File: config.mk
export PLATFORM = sky130hd
export DESIGN_NAME = mi3_queue
export DESIGN_NICKNAME = d
export VERILOG_FILES = /design/src/design/assert_macros.svh /design/src/design/mi3_pkg.sv /design/src/design/mi3_queue.sv
export SDC_FILE = /design/constraint.sdc
export NUM_CORES = 1
export LEC_CHECK = 0
export BUFFER_PORTS_ARGS = -buffer_cell sky130_fd_sc_hd__buf_2
export CAP_MARGIN = 20
export CORE_AREA = 2 2 523 525
export DETAILED_ROUTE_END_ITERATION = 8
export DIE_AREA = 0 0 525 527
export GPL_TIMING_DRIVEN = 0
export SLEW_MARGIN = 20
export SYNTH_ARGS = -nofsm -noshare
export SYNTH_HDL_FRONTEND = slang
export SYNTH_SLANG_ARGS = --single-unit
File: constraint.sdc
create_clock -name clk -period 96 [get_ports clk]
set_input_delay 24 -clock clk [delete_from_list [all_inputs] [get_ports clk]]
set_output_delay 24 -clock clk [all_outputs]
set_load 0.01 [all_outputs]
File: src/design/assert_macros.svh
// Assertion helpers shared by the RTL. Every check samples on the rising
// edge of clk and is switched off while rst_n is low.
`ifndef ASSERT_MACROS_SVH
`define ASSERT_MACROS_SVH

// Concurrent check on the block clock.
`define ASSERT_CLK(label, prop, msg) \
    label: assert property (@(posedge clk) disable iff (!rst_n) prop) else $error(msg);

`endif

File: src/design/mi3_pkg.sv
package mi3_pkg;

    // Element format.
    localparam int DATA_WIDTH = 32;
    localparam int FRAC_BITS  = 16;

    // Cofactor, determinant and divider widths.
    localparam int CW        = 2 * DATA_WIDTH;
    localparam int DETW      = 3 * DATA_WIDTH + 2;
    localparam int PLOW      = 2 * DATA_WIDTH + 1;
    localparam int QB        = DATA_WIDTH + 1;
    localparam int MW        = CW + 2 * FRAC_BITS;
    localparam int CMPW      = DETW + QB;
    localparam int DIV_CNT_W = $clog2(QB);

    // Front-to-back queue.
    localparam int FQ_DEPTH = 2;
    localparam int FQ_AW    = $clog2(FQ_DEPTH);

    typedef logic signed [DATA_WIDTH-1:0] elem_t;
    typedef logic signed [CW-1:0]         cof_t;
    typedef logic signed [DETW-1:0]       det_t;

    localparam elem_t ELEM_MAX = {1'b0, {(DATA_WIDTH-1){1'b1}}};
    localparam elem_t ELEM_MIN = {1'b1, {(DATA_WIDTH-1){1'b0}}};

    // One classified matrix: nine cofactors in row order and the determinant.
    typedef struct packed {
        logic [8:0][CW-1:0] cof;
        logic [DETW-1:0]    det;
    } job_t;

    typedef struct packed {
        logic full;
        logic empty;
    } fifo_stat_t;

    typedef enum logic [1:0] {
        B_IDLE,
        B_PREP,
        B_DIV,
        B_DONE
    } back_state_t;

    function automatic int mod3(input int v);
        mod3 = v % 3;
    endfunction

endpackage

File: src/design/mi3_queue.sv
module mi3_queue (
    input  logic                clk,
    input  logic                rst_n,
    input  logic                push,
    input  mi3_pkg::job_t       push_job,
    input  logic                pop,
    output mi3_pkg::job_t       pop_job,
    output mi3_pkg::fifo_stat_t stat
);

    mi3_pkg::job_t                mem [mi3_pkg::FQ_DEPTH];
    logic [mi3_pkg::FQ_AW-1:0]    wr_ptr_reg;
    logic [mi3_pkg::FQ_AW-1:0]    rd_ptr_reg;
    logic [mi3_pkg::FQ_AW:0]      cnt_reg;
    logic [mi3_pkg::FQ_AW:0]      cnt_next;

    assign stat.full  = (cnt_reg == (mi3_pkg::FQ_AW+1)'(mi3_pkg::FQ_DEPTH));
    assign stat.empty = (cnt_reg == '0);
    assign pop_job    = mem[rd_ptr_reg];

    always_comb
    begin
        cnt_next = cnt_reg;
        if (push && !pop)
        begin
            cnt_next = cnt_reg + 1'b1;
        end
        else if (pop && !push)
        begin
            cnt_next = cnt_reg - 1'b1;
        end
    end

    always_ff @(posedge clk or negedge rst_n)
    begin
        if (!rst_n)
        begin
            wr_ptr_reg <= '0;
            rd_ptr_reg <= '0;
            cnt_reg    <= '0;
        end
        else
        begin
            if (push)
            begin
                wr_ptr_reg <= wr_ptr_reg + 1'b1;
            end
            if (pop)
            begin
                rd_ptr_reg <= rd_ptr_reg + 1'b1;
            end
            cnt_reg <= cnt_next;
        end
    end

    always_ff @(posedge clk)
    begin
        if (push)
        begin
            mem[wr_ptr_reg] <= push_job;
        end
    end

endmodule

# Word-level counts from Yosys, hierarchy flattened
# Memory sizes are Yosys's and may differ from the RTL's.
# Index checks and enable logic that the tools add are counted.
dict set report word_totals {
  regBits 4
  ramBits 1348
  in_bits 678
  output_inout_bits 676
  wordCells 19
  memories 1
}
dict set report classes {
  addsub 4
  n_eq_ne 1
  mux 4
  n_reduce_logical 6
}
# memory depth word_bits read_ports rd_ports_with_merged_regs write_ports line
set mem_list {}
lappend mem_list {mem 2 674 1 0 1 mi3_queue.sv:11} ;# mi3_pkg::job_t mem [mi3_pkg::FQ_DEPTH];
# operator n
set ops {}
lappend ops {{two-way mux 2 bit} 2}
lappend ops {{adder 1 bit (second input constant)} 2}
lappend ops {{adder 2 x 1 -> 2 bit (second input constant)} 1}
lappend ops {{== test 2 bit (second input constant)} 1}
lappend ops {{logical AND 1 bit} 2}
lappend ops {{logical NOT 1 bit} 2}
lappend ops {{logical NOT 2 bit} 1}
lappend ops {{two-way mux 1 bit} 2}
lappend ops {{nonzero test 2 bit} 1}
lappend ops {{subtractor 2 x 1 -> 2 bit (second input constant)} 1}

# Longest topological paths before layout
dict set report depth {
  word_depth 4
  mapped_depth 5
  ltp_nobuf 5
}

# Worst setup path before layout
# No wires, ideal clock.
dict set report synth_timing {
  kind {input to register}
  start {in push}
  end {mem mem[0][0] in the netlist's numbering, enable pin}
  setup_time_ps 1810
  arrival_ps 52870
  required_time_ps 94190
  slack_ps 41320
  stages 1
  n_path_buf 0
  path_cell_list {nor2b_1}
}
dict set report synth_between {
  elab_chain_len 2
}
# item line
set synth_lines {}
lappend synth_lines {{start, declared} mi3_queue.sv:4} ;# input logic push,
lappend synth_lines {{two-way mux 1 bit} mi3_queue.sv:58} ;# if (push)
lappend synth_lines {{two-way mux 1 bit (implied by the code)} mi3_queue.sv:60} ;# mem[wr_ptr_reg] <= push_job;
lappend synth_lines {{end, declared} mi3_queue.sv:11}
# No other way between the ends.

# Worst setup path after layout
dict set report layout_timing {
  start {in push}
  end {mem mem[0][572] in the netlist's numbering, enable pin}
}
# Same word-level chain as after synthesis.

==> results.py <==
metrics = {
    "outcome": {
        "status": "completed",
    },
    "clocking": {
        "clkTransAtPathRegs_ps": 60,
        "cts_tree": "built",
        "cts_max_level": 4,
        "cts_buffers": 151,
        "cts_setup_buffers": 0,
        "clkSinkCount": 1352,
        "root_buffer": "clkbuf_16",
        "postCtsHoldBufs": 0,
        "ctsResizeCount": 0,
        "clock_latency_ps": 810,
        "cts.path.max_buffers": 4,
    },
    "global_route": {
        "grt_max_degree": 53,
        "grtUsageTotal_pct": 12.7,
        "grt_pass1_vias": 28100,
        "grt.overflow.total": 0,
        "antenna_found_initial": 109,
        "grt_pass1_wl_um": 240000,
    },
    "synth": {
        "syn_area_um2": 49200,
        "synthesis.nets": 2792,
        "synthCells": 2113,
        "synthTopCellsByCount": "edfxtp_1, mux2_2, buf_6",
        "ys_ff_latch": 1352,
        "syn_area_per_cell_um2": 23.3,
        "async_flop_share_pct": 0.296,
        "synth_area_leaders": "edfxtp_1, mux2_2, buf_6",
        "yosysTopAreaCell": "edfxtp_1",
        "synth_top_flop_cell": "edfxtp_1",
        "yosys.cell_count.top_type": "edfxtp_1",
        "synth_edf_count": 1348,
        "ys.warnings.count": 0,
        "ys_seq_area_share_pct": 82.5,
        "synth_cell_type_count": 13,
        "yosysTopAreaCellShare_pct": 82.3,
    },
    "detailed_routing": {
        "firstDrtPassIters": 5,
        "viasPerCell": 3.68,
        "totalWireLength_um": 183000,
        "wl_per_cell_um": 24.6,
        "drc": 0,
        "antenna_left": 0,
        "route.vias.total": 27300,
        "drtIter0Drc": 1640,
    },
    "place": {
        "gp_congestion": 0.903,
        "portBuffers": 1353,
        "dpl_cell_area_um2": 61700,
        "hpwl_um": 149000,
    },
    "layout": {
        "finish.utilization_pct": 24.5,
        "areaGrowthSynthToFinish_pct": 35.6,
        "drive_gt1_share_pct": 62.6,
        "layout.nets": 4347,
        "largest_reg_flops": 1348,
        "finalInstanceArea_um2": 66700,
    },
    "floorplanning": {
        "coreArea_um2": 272000,
        "dieWidth_um": 525,
        "die_height_um": 527,
        "dieArea_um2": 277000,
        "io_pins": 1354,
        "start_util_pct": 18.1,
        "rows": 192,
    },
    "pwr": {
        "power_mw": 2.05,
        "ir_drop_mv": 0.0245,
        "p_leak_nw": 24.1,
        "powerDensity_nw_per_um2": 30.8,
    },
    "critical_path": {
        "path_cells": "buf_2 > nor2b_4 > buf_16 > buf_16 > buf_16 > buf_16 > buf_16 > buf_16 > buf_12 > buf_12 > buf_16 > buf_16 > buf_12 > buf_16 > buf_16",
        "critPathKind": "in -> reg",
        "crit_path_end_kind": "register",
        "cp_slowest_stage_delay_ps": 640,
        "critPathMaxFanout": 24,
        "worstPathArrival_ps": 27390,
        "crit_family": "buffers and inverters",
        "startpoint_type": "input port",
        "cp.required_ps": 96480,
        "critPathBufInv": 14,
        "cp_slowest_cell": "nor2b_4",
        "crit_top_cell": "buf_16",
    },
    "timing": {
        "min_period_over_period_pct": 28.0,
        "rsz0062_at_grt": "no",
        "fin_skew_ps": 24.2,
        "max_freq_ghz": 0.0372,
        "worst_pin_slew_ps": 742,
        "setup_viol": 0,
        "hold_violations": 0,
        "finalMaxSlewViolations": 0,
        "worst_slew_margin_rel_pct": 50.4,
        "period_needed_ps": 26910,
        "tns_ps": 0,
    },
    "run": {
        "maxCapViolCount": 0,
    },
    "min_path": {
        "hold_path.class": "reg -> reg",
    },
}
-- where the power goes --
| group | internal [mW] | leakage (nW) | total [mW] | switching, mW |
|---|---|---|---|---|
| registers | 0.781 | 12.7 | 0.802 | 0.0213 |
| logic | 0.278 | 9.04 | 0.678 | 0.400 |
| clock network | 0.334 | 2.39 | 0.572 | 0.238 |
-- area by class of cell --
class | instances | area, µm²
diodes | 57 | 143
repair buffers | 1402 | 8010
clock buffers | 182 | 3950
multi-input cells | 685 | 7680
plain buffers | 75 | 907
fillers | 27800 | 205000
inverters | 1 | 3.75
clock inverters | 83 | 927
flip-flops and latches | 1352 | 40600
well taps | 3589 | 4490
-- final timing paths --
| kind | from | end | slack, ps | depth (start not counted) |
|---|---|---|---|---|
| worst max-delay path | push | mem[0][572] | 69090 | 15 |
| worst min-delay path | cnt_reg[1] | cnt_reg[1] | 490 | 1 |
| worst max register to register | wr_ptr_reg | mem[0][572] | 92040 | 14 |
| worst min register to register | cnt_reg[1] | cnt_reg[1] | 490 | 1 |
| max in group asynchronous | rst_n | cnt_reg[1] | 72830 | 1 |
| min in group asynchronous | rst_n | wr_ptr_reg | 23020 | 1 |
-- per-stage QoR --
step | std cells | setup WS, ps | hold slack, ps
after floorplan | 2113 | 41320 | 455
after global placement | 7055 | 22630 | 469
final | 7426 | 69090 | 485
after detailed placement | 7104 | 68310 | 481
after global routing | 7400 | 69010 | 518
after CTS | 7369 | 68990 | 489
-- routing by layer --
| metal | GRT usage, % | share of wire, % | routed length [µm] | vias to the layer above |
|---|---|---|---|---|
| met2 | 21.6 | 48 | 88200 | 1486 |
| li1 | - | - | - | 11700 |
| met3 | 7.54 | 14 | 25900 | 421 |
| met5 | 0 | 0.30 | 543 | - |
| met1 | 12.6 | 33 | 60600 | 13600 |
| met4 | 4.66 | 4.1 | 7420 | 82 |
-- layout by cell type (no fill, tap or decap), drive strengths merged, types with 4 or more instances in the layout --
| cell type | Yosys | routed |
|---|---|---|
| bufinv | 0 | 14 |
| diode | 0 | 57 |
| dfrtp | 4 | 4 |
| edfxtp | 1348 | 1348 |
| clkbuf | 30 | 212 |
| xor2 | 4 | 4 |
| clkinv | 0 | 59 |
| buf | 45 | 1447 |
| mux2 | 674 | 674 |
| inv | 1 | 10 |
-- kinds of logic (layout without fill, tap and decap cells) --
kind of cell | count (synthesis) | count (layout) | synth area share (%)
XOR/XNOR | 5 | 5 | 0.0891
buffers and inverters | 76 | 1743 | 1.85
adder cells (fa/ha/maj) | 1 | 1 | 0.0254
other | 0 | 57 | 0
flip-flops | 1352 | 1352 | 82.5
AND/OR/NAND/NOR | 5 | 5 | 0.0535
multiplexers | 674 | 674 | 15.4
(Power assumes the default switching activity.)
